$ cat config.mk
export PLATFORM = sky130hd
export DESIGN_NAME = f12te_seq
export DESIGN_NICKNAME = d
export VERILOG_FILES = /design/src/rtl/f12te_pkg.sv /design/src/rtl/f12te_seq.sv
export SDC_FILE = /design/constraint.sdc
export NUM_CORES = 1
export LEC_CHECK = 0
export CORE_ASPECT_RATIO = 1.4
export CORE_MARGIN = 3
export CORE_UTILIZATION = 45
export DETAILED_ROUTE_END_ITERATION = 10
export DONT_BUFFER_PORTS = 1
export PLACE_DENSITY_LB_ADDON = 0.08
export SYNTH_ARGS = -nofsm -noshare
export SYNTH_HDL_FRONTEND = slang
export SYNTH_SLANG_ARGS = --single-unit
$ cat constraint.sdc
create_clock -name clk -period 6.5 [get_ports clk]
set_clock_uncertainty 0.15 [all_clocks]
set_input_delay 0.975 -clock clk [delete_from_list [all_inputs] [get_ports clk]]
set_output_delay 0.975 -clock clk [all_outputs]
set_load 0.005 [all_outputs]
$ cat src/rtl/f12te_pkg.sv
// Shared types, constants and address helpers for the FAT12 table engine.
package f12te_pkg;

  // Default sizes of the table.
  localparam int DEF_MAX_CLUSTER  = 2848;
  localparam int DEF_TABLE_BYTES  = 4608;
  localparam int DEF_SECTOR_BYTES = 512;

  // Field widths.
  localparam int MODE_W  = 3;
  localparam int OFF_W   = 13;
  localparam int BYTE_W  = 8;
  localparam int CLUS_W  = 12;
  localparam int ENTRY_W = 12;
  localparam int FBYTE_W = 21;
  // Bank index width that covers the largest supported table.
  localparam int IDX_W   = 12;

  localparam logic [ENTRY_W-1:0] FREE_ENTRY  = 12'h000;
  localparam logic [BYTE_W-1:0]  LO_NIB_MASK = 8'h0F;
  localparam logic [BYTE_W-1:0]  BYTE_MASK   = 8'hFF;
  localparam logic [FBYTE_W-1:0] FBYTE_MAX   = {FBYTE_W{1'b1}};

  typedef enum logic [MODE_W-1:0] {
    MODE_LOAD  = 3'd0,
    MODE_READ  = 3'd1,
    MODE_WRITE = 3'd2,
    MODE_FIND  = 3'd3,
    MODE_COUNT = 3'd4
  } mode_t;

  typedef enum logic [1:0] {
    S_IDLE,
    S_ACCESS,
    S_SCAN,
    S_DONE
  } state_t;

  // Byte position of an entry and the word index in each byte bank.
  typedef struct packed {
    logic [OFF_W-1:0] pos;
    logic [IDX_W-1:0] idx_even;
    logic [IDX_W-1:0] idx_odd;
  } ent_map_t;

  // One port request to a byte bank.
  typedef struct packed {
    logic              we;
    logic [IDX_W-1:0]  waddr;
    logic [BYTE_W-1:0] wdata;
    logic [IDX_W-1:0]  raddr;
  } bank_req_t;

  typedef struct packed {
    logic               bad_cluster;
    logic [FBYTE_W-1:0] free_bytes;
    logic [CLUS_W-1:0]  first_free;
    logic               found;
    logic [ENTRY_W-1:0] entry;
  } result_t;

  // Entry n starts at byte floor(3n/2). Even bytes live in one bank, odd bytes
  // in the other, so the two bytes of an entry are always in different banks.
  function automatic ent_map_t ent_map(input logic [CLUS_W-1:0] c);
    ent_map_t         m;
    logic [OFF_W-1:0] p;
    p          = {1'b0, c} + {2'b00, c[CLUS_W-1:1]};
    m.pos      = p;
    m.idx_odd  = p[OFF_W-1:1];
    m.idx_even = p[OFF_W-1:1] + {{(IDX_W-1){1'b0}}, p[0]};
    return m;
  endfunction

endpackage

$ cat src/rtl/f12te_seq.sv
// Sequencer: decodes each transaction, drives both byte banks and builds the result.
module f12te_seq #(
  parameter int MAX_CLUSTER  = f12te_pkg::DEF_MAX_CLUSTER,
  parameter int TABLE_BYTES  = f12te_pkg::DEF_TABLE_BYTES,
  parameter int SECTOR_BYTES = f12te_pkg::DEF_SECTOR_BYTES
) (
  input  logic                            clk,
  input  logic                            rst_n,
  input  logic                            in_valid,
  output logic                            in_ready,
  input  logic [f12te_pkg::MODE_W-1:0]    in_mode,
  input  logic [f12te_pkg::OFF_W-1:0]     in_byte_offset,
  input  logic [f12te_pkg::BYTE_W-1:0]    in_byte_value,
  input  logic [f12te_pkg::CLUS_W-1:0]    in_cluster,
  input  logic [f12te_pkg::ENTRY_W-1:0]   in_entry_value,
  output logic                            res_valid,
  input  logic                            res_ready,
  output f12te_pkg::result_t              res,
  output f12te_pkg::bank_req_t            even_req,
  output f12te_pkg::bank_req_t            odd_req,
  input  logic [f12te_pkg::BYTE_W-1:0]    even_rdata,
  input  logic [f12te_pkg::BYTE_W-1:0]    odd_rdata
);

  import f12te_pkg::*;

  localparam logic [OFF_W:0]     TB_W   = (OFF_W+1)'(TABLE_BYTES);
  localparam logic [CLUS_W-1:0]  MAX_W  = CLUS_W'(MAX_CLUSTER);
  localparam logic [FBYTE_W:0]   SECT_W = (FBYTE_W+1)'(SECTOR_BYTES);
  localparam logic [CLUS_W-1:0]  FIRST_CLUS = 12'd2;

  state_t              state_r, state_nxt;
  mode_t               mode_r, mode_nxt, in_mode_e;
  logic [CLUS_W-1:0]   clus_r, clus_nxt;
  logic [ENTRY_W-1:0]  eval_r, eval_nxt;
  logic [CLUS_W-1:0]   issue_r, issue_nxt;
  logic                chk_valid_r, chk_valid_nxt;
  result_t             res_r, res_nxt;

  logic                accept;
  logic                in_bad;
  ent_map_t            rd_map, dec_map;
  logic                lo_ok, hi_ok;
  logic [BYTE_W-1:0]   lo_byte, hi_byte, new_lo, new_hi;
  logic [ENTRY_W-1:0]  cur_entry;
  logic                hit;
  logic [FBYTE_W:0]    fb_sum;

  assign in_mode_e = mode_t'(in_mode);
  assign accept    = in_valid && in_ready;
  assign in_bad    = in_cluster > MAX_W;

  // The read port follows the incoming cluster while idle and the scan pointer
  // otherwise; data for either comes back in the next cycle against clus_r.
  assign rd_map  = ent_map((state_r == S_IDLE) ? in_cluster : issue_r);
  assign dec_map = ent_map(clus_r);

  // Bytes past the end of the table read as zero and are never written.
  assign lo_ok   = {1'b0, dec_map.pos} < TB_W;
  assign hi_ok   = ({1'b0, dec_map.pos} + (OFF_W+1)'(1)) < TB_W;
  assign lo_byte = lo_ok ? (dec_map.pos[0] ? odd_rdata : even_rdata) : '0;
  assign hi_byte = hi_ok ? (dec_map.pos[0] ? even_rdata : odd_rdata) : '0;

  always_comb begin
    if (clus_r[0]) begin
      cur_entry = {hi_byte, lo_byte[7:4]};
      new_lo    = {eval_r[3:0], lo_byte[3:0] & LO_NIB_MASK[3:0]};
      new_hi    = eval_r[11:4] & BYTE_MASK;
    end else begin
      cur_entry = {hi_byte[3:0] & LO_NIB_MASK[3:0], lo_byte};
      new_lo    = eval_r[7:0] & BYTE_MASK;
      new_hi    = {hi_byte[7:4], eval_r[11:8]};
    end
  end

  assign hit    = chk_valid_r && (cur_entry == FREE_ENTRY);
  assign fb_sum = {1'b0, res_r.free_bytes} + SECT_W;

  // Next state.
  always_comb begin
    state_nxt = state_r;
    unique case (state_r)
      S_IDLE: begin
        if (in_valid) begin
          case (in_mode_e)
            MODE_READ, MODE_WRITE: state_nxt = in_bad ? S_DONE : S_ACCESS;
            MODE_FIND, MODE_COUNT: state_nxt = S_SCAN;
            default:               state_nxt = S_DONE;
          endcase
        end
      end
      S_ACCESS: state_nxt = S_DONE;
      S_SCAN: begin
        if (chk_valid_r) begin
          if ((mode_r == MODE_FIND) && hit) begin
            state_nxt = S_DONE;
          end else if (clus_r == MAX_W) begin
            state_nxt = S_DONE;
          end
        end
      end
      S_DONE: begin
        if (res_ready) begin
          state_nxt = S_IDLE;
        end
      end
      default: state_nxt = S_IDLE;
    endcase
  end

  // Handshake and bank port outputs.
  always_comb begin
    in_ready       = (state_r == S_IDLE);
    res_valid      = (state_r == S_DONE);
    res            = res_r;
    even_req.raddr = rd_map.idx_even;
    odd_req.raddr  = rd_map.idx_odd;
    even_req.we    = 1'b0;
    odd_req.we     = 1'b0;
    even_req.waddr = dec_map.idx_even;
    odd_req.waddr  = dec_map.idx_odd;
    even_req.wdata = dec_map.pos[0] ? new_hi : new_lo;
    odd_req.wdata  = dec_map.pos[0] ? new_lo : new_hi;
    unique case (state_r)
      S_IDLE: begin
        if (accept && (in_mode_e == MODE_LOAD) && ({1'b0, in_byte_offset} < TB_W)) begin
          even_req.waddr = in_byte_offset[OFF_W-1:1];
          odd_req.waddr  = in_byte_offset[OFF_W-1:1];
          even_req.wdata = in_byte_value;
          odd_req.wdata  = in_byte_value;
          even_req.we    = !in_byte_offset[0];
          odd_req.we     = in_byte_offset[0];
        end
      end
      S_ACCESS: begin
        if (mode_r == MODE_WRITE) begin
          even_req.we = dec_map.pos[0] ? hi_ok : lo_ok;
          odd_req.we  = dec_map.pos[0] ? lo_ok : hi_ok;
        end
      end
      default: ;
    endcase
  end

  // Datapath registers.
  always_comb begin
    mode_nxt      = mode_r;
    clus_nxt      = clus_r;
    eval_nxt      = eval_r;
    issue_nxt     = issue_r;
    chk_valid_nxt = chk_valid_r;
    res_nxt       = res_r;
    unique case (state_r)
      S_IDLE: begin
        if (accept) begin
          mode_nxt      = in_mode_e;
          clus_nxt      = in_cluster;
          eval_nxt      = in_entry_value;
          issue_nxt     = FIRST_CLUS;
          chk_valid_nxt = 1'b0;
          res_nxt       = '0;
          if ((in_mode_e == MODE_READ || in_mode_e == MODE_WRITE) && in_bad) begin
            res_nxt.bad_cluster = 1'b1;
          end
        end
      end
      S_ACCESS: begin
        if (mode_r == MODE_READ) begin
          res_nxt.entry = cur_entry;
        end
      end
      S_SCAN: begin
        if (issue_r <= MAX_W) begin
          clus_nxt      = issue_r;
          issue_nxt     = issue_r + CLUS_W'(1);
          chk_valid_nxt = 1'b1;
        end else begin
          chk_valid_nxt = 1'b0;
        end
        if (hit) begin
          if (mode_r == MODE_FIND) begin
            res_nxt.found      = 1'b1;
            res_nxt.first_free = clus_r;
          end else begin
            // Saturating accumulate gives min(count * sector size, max).
            res_nxt.free_bytes = fb_sum[FBYTE_W] ? FBYTE_MAX : fb_sum[FBYTE_W-1:0];
          end
        end
      end
      default: ;
    endcase
  end

  always_ff @(posedge clk) begin
    if (!rst_n) begin
      state_r     <= S_IDLE;
      chk_valid_r <= 1'b0;
    end else begin
      state_r     <= state_nxt;
      chk_valid_r <= chk_valid_nxt;
    end
  end

  always_ff @(posedge clk) begin
    mode_r  <= mode_nxt;
    clus_r  <= clus_nxt;
    eval_r  <= eval_nxt;
    issue_r <= issue_nxt;
    res_r   <= res_nxt;
  end

endmodule

# Yosys cells after proc, flatten, opt, wreduce, memory -nomap -nowiden
# Cells that the tools add are included.
op_classes:
  shifts: 0
  mul: 0
  div: 0
  n_addsub: 7
  magnitude_cmp: 5
  n_reduce_logical: 22
  n_mux: 46
  n_eq_ne: 21
  bitwise_logic: 0
op_table:
  columns: ["op", "n"]
  rows:
  - ["12-bit two-way mux", 7]
  - ["21-bit two-way mux", 4]
  - ["12-bit case mux with 2 select lines", 3]
  - ["34-bit case mux with 2 select lines", 1]
  - ["8-bit two-way mux", 8]
  - ["46-bit two-way mux", 1]
  - ["20-bit two-way mux", 2]
  - ["34-bit two-way mux", 1]
  - ["12-bit by 11-bit adder with 13-bit output", 2]
  - ["13-bit less-than comparator, second input constant", 2]
  - ["12-bit by 1-bit adder with 12-bit output", 2]
  - ["21-bit by 10-bit adder with 22-bit output, second input constant", 1]
  - ["13-bit by 1-bit adder with 14-bit output, second input constant", 1]
  - ["14-bit by 13-bit less-than comparator with 1-bit output, second input constant", 1]
  - ["2-bit != test, second input constant", 7]
  - ["13-bit two-way mux", 1]
  - ["12-bit by 1-bit adder with 12-bit output, second input constant", 1]
  - ["12-bit equality test, second input constant", 1]
  - ["3-bit by 2-bit equality test with 1-bit output, second input constant", 4]
  - ["12-bit > comparator, second input constant", 1]
  - ["12-bit less-or-equal comparator, second input constant", 1]
  - ["12-bit zero test", 1]
  - ["2-bit two-way mux", 6]
  - ["4-bit AND reduction", 3]
  - ["19 further kinds", 39]
word_totals:
  rom_bits: 0
  latchBits: 0
  elab_cells: 112
  regBits: 89
  output_inout_bits: 115
  n_memories: 0
  input_bits: 68
  mem_bits_rw: 0

# Longest topological paths before layout
# Gate-level depths: netlist of run 1.
depth:
  word_depth: 11
  mapped_depth: 20
  ltp_nobuf: 18

# Worst setup path before layout of run 1
# No wires, ideal clock.
synth_timing:
  path_type: "flip-flop to flip-flop"
  start: "register clus_r[0]"
  end: "register res_r (netlist bit res[25]), enable pin"
  t_arrival_ns: 4.628
  slack_ns: 1.316
  t_required_ns: 5.944
  setup_time_ns: 0.406
  n_path_buf: 3
  period_less_slack_ns: 5.184
  path_stages_with_launch: 12
  cell_sequence: "edfxtp_1 -> clkbuf_1 -> buf_1 -> clkinv_1 -> ha_1 -> buf_1 -> mux4_2 -> or4_1 -> nor2_1 -> o311a_4 -> nand2b_1 -> a21oi_1"
synth_via:
  elab_chain_len: 9
  word_cells_on_any_way: 13
  cone_classes: "add/sub (2); order compare (2); eq/ne (1); mux (5); reduce/logical (3)"
synth_lines:
  columns: ["element", "line", "text"]
  rows:
  - ["start: declaration", "f12te_seq.sv:34", "logic [CLUS_W-1:0] clus_r, clus_nxt;"]
  - ["start signal: assignment", "f12te_seq.sv:206", "clus_r <= clus_nxt;"]
  - ["12-bit by 11-bit adder with 13-bit output", "f12te_pkg.sv:67", "p = {1'b0, c} + {2'b00, c[CLUS_W-1:1]};"]
  - ["13-bit by 1-bit adder with 14-bit output", "f12te_seq.sv:60", "assign hi_ok = ({1'b0, dec_map.pos} + (OFF_W+1)'(1)) < TB_W;"]
  - ["14-bit by 13-bit less-than comparator with 1-bit output", "f12te_seq.sv:60", null]
  - ["8-bit two-way mux", "f12te_seq.sv:62", "assign hi_byte = hi_ok ? (dec_map.pos[0] ? even_rdata : odd_rdata) : '0;"]
  - ["12-bit two-way mux (*)", "f12te_seq.sv:65", "if (clus_r[0]) begin"]
  - ["12-bit zero test (*)", "f12te_seq.sv:76", "assign hit = chk_valid_r && (cur_entry == FREE_ENTRY);"]
  - ["1-bit logical AND (*)", "f12te_seq.sv:76", null]
  - ["2-bit != test (no line) (*)", null, null]
  - ["4-bit AND reduction (no line) (*)", null, null]
  - ["end signal: assignment", "f12te_seq.sv:209", "res_r <= res_nxt;"]
  - ["end: declaration", "f12te_seq.sv:38", "result_t res_r, res_nxt;"]
# Every way passes the cells marked *; elsewhere a longest branch is shown, timed or not.
# A chain may end at the register's enable or synchronous reset.

==> results of run 1 <==
## cell usage after synthesis (17+ instances only)
library cell	instances	area, µm²
mux2i_1	22	220
o21ai_0	49	245
nand2_1	59	221
xnor2_1	34	298
a21oi_1	49	245
inv_1	35	131
ha_1	42	526
edfxtp_1	86	2580
nor2_1	84	315
mux2_2	24	270
xor2_1	17	149
clkbuf_1	21	78.8
## metrics by stage
stage	instances	setup WS, ns	util (%)	instance area, µm²
floorplan	728	1.32	-	6990
detailed placement	899	1.40	47.5	7190
global route	915	0.712	49.4	7470
global placement	899	1.39	47.5	7190
finish	915	1.05	49.4	7470
CTS	915	1.05	49.4	7470
## cell usage in the layout, fill, tap and decap left out, drive strengths merged, types with 4 or more instances in the layout
cell type | Yosys | layout
o2bb2ai | 4 | 4
o21a | 7 | 7
a21o | 6 | 6
inv | 35 | 38
mux2i | 22 | 22
nand4 | 7 | 7
and2 | 7 | 7
edfxtp | 86 | 86
a21oi | 49 | 49
or4 | 5 | 5
nor4 | 7 | 7
o21ai | 49 | 49
xnor2 | 35 | 35
and3 | 10 | 10
a22oi | 8 | 8
clkinv | 2 | 4
nor3 | 18 | 18
clkbuf | 21 | 10
ha | 42 | 42
o221ai | 8 | 8
mux4 | 7 | 7
nand2b | 13 | 13
and3b | 5 | 5
or3 | 7 | 7
nand3 | 17 | 17
a31oi | 5 | 5
xor2 | 18 | 18
buf | 9 | 9
nor2b | 8 | 8
mux2 | 24 | 24
nand2 | 59 | 59
nor2 | 84 | 84
## layer usage
metal | vias up | part of all wire, % | global-route usage [%]
li1 | 2651 | - | -
met1 | 2570 | 40 | 23.9
met2 | 178 | 52 | 38.8
met3 | 20 | 7.0 | 6.14
met4 | 0 | 1.7 | 5.04
met5 | - | 0 | 0
## cell families (layout without fill, tap and decap cells)
kind of cell,Yosys count,after routing
DFF,89,89
AOI/OAI and AO/OA,164,164
xor gates and xnor gates,53,53
adders and majority gates,44,44
and+or+nand+nor,258,258
muxes,53,53
buffers and inverters,67,62
## registers in the layout, summed over array words and instances, names as in the netlist
| register | flops |
|---|---|
| res | 47 |
| clus_r | 12 |
| eval_r | 12 |
| state_r | 2 |
| mode_r | 3 |
| issue_r | 12 |
| chk_valid_r | 1 |
## area by class of cell
cell class | count | share of cell area [%]
Timing Repair Buffer | 9 | 0.904
Clock inverter | 6 | 0.686
Multi-Input combinational cell | 572 | 54.9
Sequential cell | 89 | 35.4
Tap cell | 192 | 3.21
Inverter | 37 | 1.86
Clock buffer | 10 | 3.06
## worst min-delay path, cell delays in order, from the launching register on
cell	delay (ns)
dfxtp_1	0.34
nand2_1	0.07
mux2i_1	0.06
## worst max path at each step
stage | end | slack, ns | depth (start not counted)
after CTS | even_req[11] | 1.05 | 14
after global placement | even_req[11] | 1.39 | 13
after floorplan | res[25]$_SDFFCE_PN0P_ | 1.32 | 11
after global routing | odd_req[32] | 0.71 | 10
after detailed placement | even_req[11] | 1.40 | 13
final | even_req[11] | 1.05 | 14
==> reports/qor.txt, run 1 <==
Final count of hold timing violations - 0
Flop2flop setup slack - 1.84 ns
Critical Path Max Stage Delay - 0.48 ns
Synth unique cells - 72
Largest family of logic cells by synthesized area - simple AND/OR/NAND/NOR gates
DR iter-0 viols - 404
Initial antenna violation count - 0
Depth of the CTS H-tree - 3
Worst R2R Start - clus_r[0]$_DFFE_PP_
Crit path from - state_r[0]$_SDFFE_PN0P_
FFs w/ async S/R, synth - 0%
Buf/Inv on CP - 2
Die width - 111 µm
Synth Instances - 728
CTS tree - built
DRT antenna net count - 0
I/O Buffers - 0
Crit path max-delay family - compound AO/OA/AOI/OAI gates
Worst-path fanout max - 18
Fmax - 184 MHz
Ratio of cells with drive above 1 in the final layout - 10.4%
Crit path DAT - 4.32 ns
FF-to-FF path depth - 11
Post-synthesis xor/xnor area fraction - 6.86%
Clock buffer depth - 2
Status - completed
Synth Flop Type - edfxtp_1
Overflow after GRT - 0
Post-CTS Setup Bufs - 0
Hold EP - state_r[1]$_SDFFE_PN0P_
Fin crit period - 5.45 ns
CTS Buf Count - 9
# IOs - 183
First-pass GRT wire length - 29,200 µm
Register area - 2640 µm²
Clock Sinks - 89
Max Slew Vio Count - 0
Core area - 15,100 µm²
Post_cts resized - 0
Worst-Margin Slew - 1.14 ns
GPL Wtd Cong - 1.06
RSZ-0062 raised after global routing - false
Max cap viols - 0
Initial Util - 46.2%
Worst min-delay path class - reg -> reg
Syn_area_per_cell - 9.60 µm²
Largest net degree at the start of global routing - 48
Seq cells post-synth - 89
DIE HEIGHT - 153 µm
Final hold slack - 0.366 ns
Hold path cells - 2
Clock transition at path regs - 0.07 ns
Period utilisation layout - 83.8%
Slowest CP cell - a2111oi_0
Routed vias/inst - 5.92
Post-synthesis compound-gate area fraction - 15.8%
Worst slew margin - 24.1%
Post-DP HPWL - 14,300 µm
Setup CP Type - reg -> out
Endpoints failing setup - 0
Post-Synth Simple-Gate Area - 18.4%
# rows - 53
Worst setup EP type - primary output
Adder-cell share of the synthesized area - 8.10%
Multi-input logic area - 4110 µm²
RR Endpoint - res[26]$_SDFFCE_PN0P_
Synth Net Count - 840
Yosys warns - 0
Area of the mapped netlist - 6990 µm²
Via count - 5,419
Area Overhead vs Synth - 7.00%
Crit path cell chain - inv_1, ha_1, buf_4, mux2_2, ha_1, a21oi_1, o21ai_0, a2111oi_0, nor3_1, a311oi_1, xnor2_1, and3_1, nand3_1, xnor2_1
Worst skew pair latency - 0.34 ns
Root buf cell - clkbuf_16
Post-synth EDFFs - 86
Total GRT Usage - 21.1%
Post-synthesis sequential area ratio - 37.8%
Number of diodes - 0
CP startpoint kind - flop
FILL cells - 1,403
Final wirelength - 18,300 µm
Mean routed wirelength per cell - 20.0 µm
Mux cell area share after synthesis - 9.28%
Nets@finish - 830
Critical Path RT - 5.37 ns
Total negative slack - 0 ns
Die area - 17,100 µm²
First-pass DRT Iterations - 4
# DRC - 0
Vias in the first global route - 5,376
Hold path startpoint - state_r[1]$_SDFFE_PN0P_
Hold Buf Count CTS - 0
Power of run 1 is left out: the tool's default activity adds up to more than one toggle a clock period on the data nets, which glitch-free logic cannot reach.
==> run 2: changes to the inputs <==
- ABC_AREA: unset -> 1
- clock period: 6.5 -> 5.5 ns (I/O delays scaled with it)
==> reports/qor.txt, run 2 <==
Status - completed
Seq cells post-synth - 89
Post-route met1 wirelength - 7650 µm
Overflow after GRT - 0
Pwr per Cell Area - 787 nW/µm²
Fmax - 199 MHz
Via count - 6,126
FF-to-FF path depth - 22
Post-DP HPWL - 14,400 µm
Synth Instances - 981
Period utilisation layout - 91.2%
Worst setup EP type - primary output
Max FFs per register - 47
Most frequent cells in the layout - nand2_1 (255), inv_1 (145), edfxtp_1 (86)
Number of diodes - 0
Initial antenna violation count - 0
Post_cts resized - 0
Critical Path RT - 4.53 ns
Fin crit period - 5.02 ns
Largest net degree at the start of global routing - 52
Worst R2R Start - clus_r[0]$_DFFE_PP_
Total GRT Usage - 20.7%
CTS tree - built
Clock transition at path regs - 0.07 ns
Crit path max-delay family - compound AO/OA/AOI/OAI gates
Synth Net Count - 1,093
Pint - 2.81 mW
Worst min-delay path class - reg -> reg
Post-synthesis sequential area ratio - 36.8%
Worst slew margin - 20.1%
Post-synth EDFFs - 86
Largest cells by area after synthesis - edfxtp_1 (36%), nand2_1 (13%), inv_1 (7.6%)
Area of the mapped netlist - 7170 µm²
Synth Flop Type - edfxtp_1
Pwr Total - 6.04 mW
Total negative slack - 0 ns
Maximum vdd ir drop - 0.587 mV
Worst skew pair latency - 0.35 ns
Final wirelength - 18,300 µm
Metal2 WL - 9280 µm
Setup CP Type - reg -> out
Mean routed wirelength per cell - 15.6 µm
Initial Util - 46.0%
Nets@finish - 1,081
Root buf cell - clkbuf_16
RSZ-0062 raised after global routing - false
Post-synth top cells - nand2_1 (255), inv_1 (145), edfxtp_1 (86)
Critical Path Max Stage Delay - 0.39 ns
Final hold slack - 0.325 ns
Top Layer Used - met4
Most common cell in the netlist - nand2_1
Endpoints failing setup - 0
Depth of the CTS H-tree - 3
Vias in the first global route - 5,807
Area Overhead vs Synth - 7.01%
Max cap viols - 0
Core area - 15,600 µm²
I/O Buffers - 0
Final count of hold timing violations - 0
Crit path DAT - 4.04 ns
Die width - 113 µm
# IOs - 183
Worst-path fanout max - 10
Slowest CP cell - dfxtp_1
Die area - 17,500 µm²
Routed vias/inst - 5.24
DR WL met3 - 1230 µm
Hold path cells - 2
Top cell type's share of synthesized area - 36.0%
Switching Power - 3.23 mW
Clock network fraction of design power - 10.7%
Synth area leader - edfxtp_1
Syn_area_per_cell - 7.31 µm²
DRT antenna net count - 0
CP startpoint kind - flop
Buf/Inv on CP - 2
Post-CTS Setup Bufs - 0
CTS Buf Count - 9
FFs w/ async S/R, synth - 0%
RR Endpoint - res[31]$_SDFFCE_PN0P_
Comb pwr share - 66.6%
Clock Sinks - 89
DR iter-0 viols - 298
Hold Buf Count CTS - 0
# DRC - 0
Flop2flop setup slack - 1.45 ns
Worst-Margin Slew - 1.20 ns
Leak - 3.55 nW
Most common cell after layout, fill and taps aside - nand2_1
DIE HEIGHT - 155 µm
Hold path startpoint - chk_valid_r$_SDFFE_PN0P_
First-pass GRT wire length - 29,500 µm
GPL Wtd Cong - 0.846
Hold EP - chk_valid_r$_SDFFE_PN0P_
Sequential share of power - 22.7%
Sw frac - 53.5%
Clock buffer depth - 2
Yosys warns - 0
# rows - 54
Max Slew Vio Count - 0
First-pass DRT Iterations - 4
Synth unique cells - 48
Crit path cell chain - inv_1, ha_1, o21ai_0, ha_1, inv_1, fa_1, o21ai_0, a21oi_1, o21bai_1, a21oi_1, o21ai_0, a21o_1, a21oi_1, xnor2_1, nor2_1, nand2_1, xnor2_1
FILL cells - 1,611
Ratio of cells with drive above 1 in the final layout - 7.49%
-- run 2: cell count changes in the layout (fill, tap and decap cells not counted), moves of 24 or more --
cell / change
mux2_2: -24
inv_1: +110
nand3_1: +35
a21oi_1: +30
xnor2_1: -25
nand2_1: +196
-- run 2: cells by family after synthesis --
family          after synthesis  synth area share (%)
xor+xnor                     29                  3.65
flops                        89                  36.8
simple gates                456                  28.0
fa+ha+maj                    44                  7.89
buf+inv                     187                  9.94
compound gates              176                  13.6
-- run 2: layout make-up --
cell class	instances	area, µm²	area share (%)
clock buffer	9	225	2.93
multi-input combinational	705	3820	49.8
sequential	89	2640	34.4
timing repair buffer	10	75.1	0.978
inverter	154	581	7.56
clock inverter	7	85.1	1.11
tap	196	245	3.20
-- run 2: worst max-delay path by stage --
| stage | slack [ns] | start | cells after the start | endpoint |
|---|---|---|---|---|
| after global placement | 0.90 | state_r[0]$_SDFFE_PN0P_ | 17 | even_req[11] |
| after CTS | 0.42 | state_r[0]$_SDFFE_PN0P_ | 17 | even_req[11] |
| after detailed placement | 0.84 | state_r[0]$_SDFFE_PN0P_ | 17 | even_req[11] |
| final | 0.48 | state_r[0]$_SDFFE_PN0P_ | 17 | even_req[11] |
| after global routing | 0.11 | state_r[0]$_SDFFE_PN0P_ | 16 | even_req[10] |
| after floorplan | 0.80 | clus_r[0]$_DFFE_PP_ | 23 | res[25]$_SDFFCE_PN0P_ |
-- run 2: worst reg2reg max path, delay by kind of cell, from the launching register on --
family / cells / cell delay [ns]
compound gates: 1 / 0.11
fa+ha+maj: 2 / 0.45
buf+inv: 5 / 1.12
flops: 1 / 0.43
simple gates: 14 / 1.49
-- run 2: layer usage --
metal | global-route usage [%] | vias to the layer above
li1 | - | 3195
met1 | 25.4 | 2767
met2 | 36.5 | 156
met3 | 4.59 | 8
met4 | 5.33 | 0
met5 | 0 | -
-- run 2: through the flow --
stage               instances  setup WS, ns  utilization [%]  area, µm²
global route             1170         0.108             49.2       7670
CTS                      1170         0.417             49.2       7670
detailed placement       1154         0.838             47.2       7360
floorplan                 981         0.800                -       7170
finish                   1170         0.485             49.2       7670
global placement         1154         0.903             47.2       7360
-- run 2: power by group through the flow --
stage	clock (mW)	combinational [mW]	sequential (mW)
2_1_floorplan	0	3.27	1.30
3_3_place_gp	0	4.06	1.39
3_5_place_dp	0	4.06	1.40
4_1_cts	0.660	4.08	1.38
5_1_grt	0.686	4.64	1.41
6_report	0.644	4.03	1.37
No activity file was read; power rests on OpenSTA's default activity.
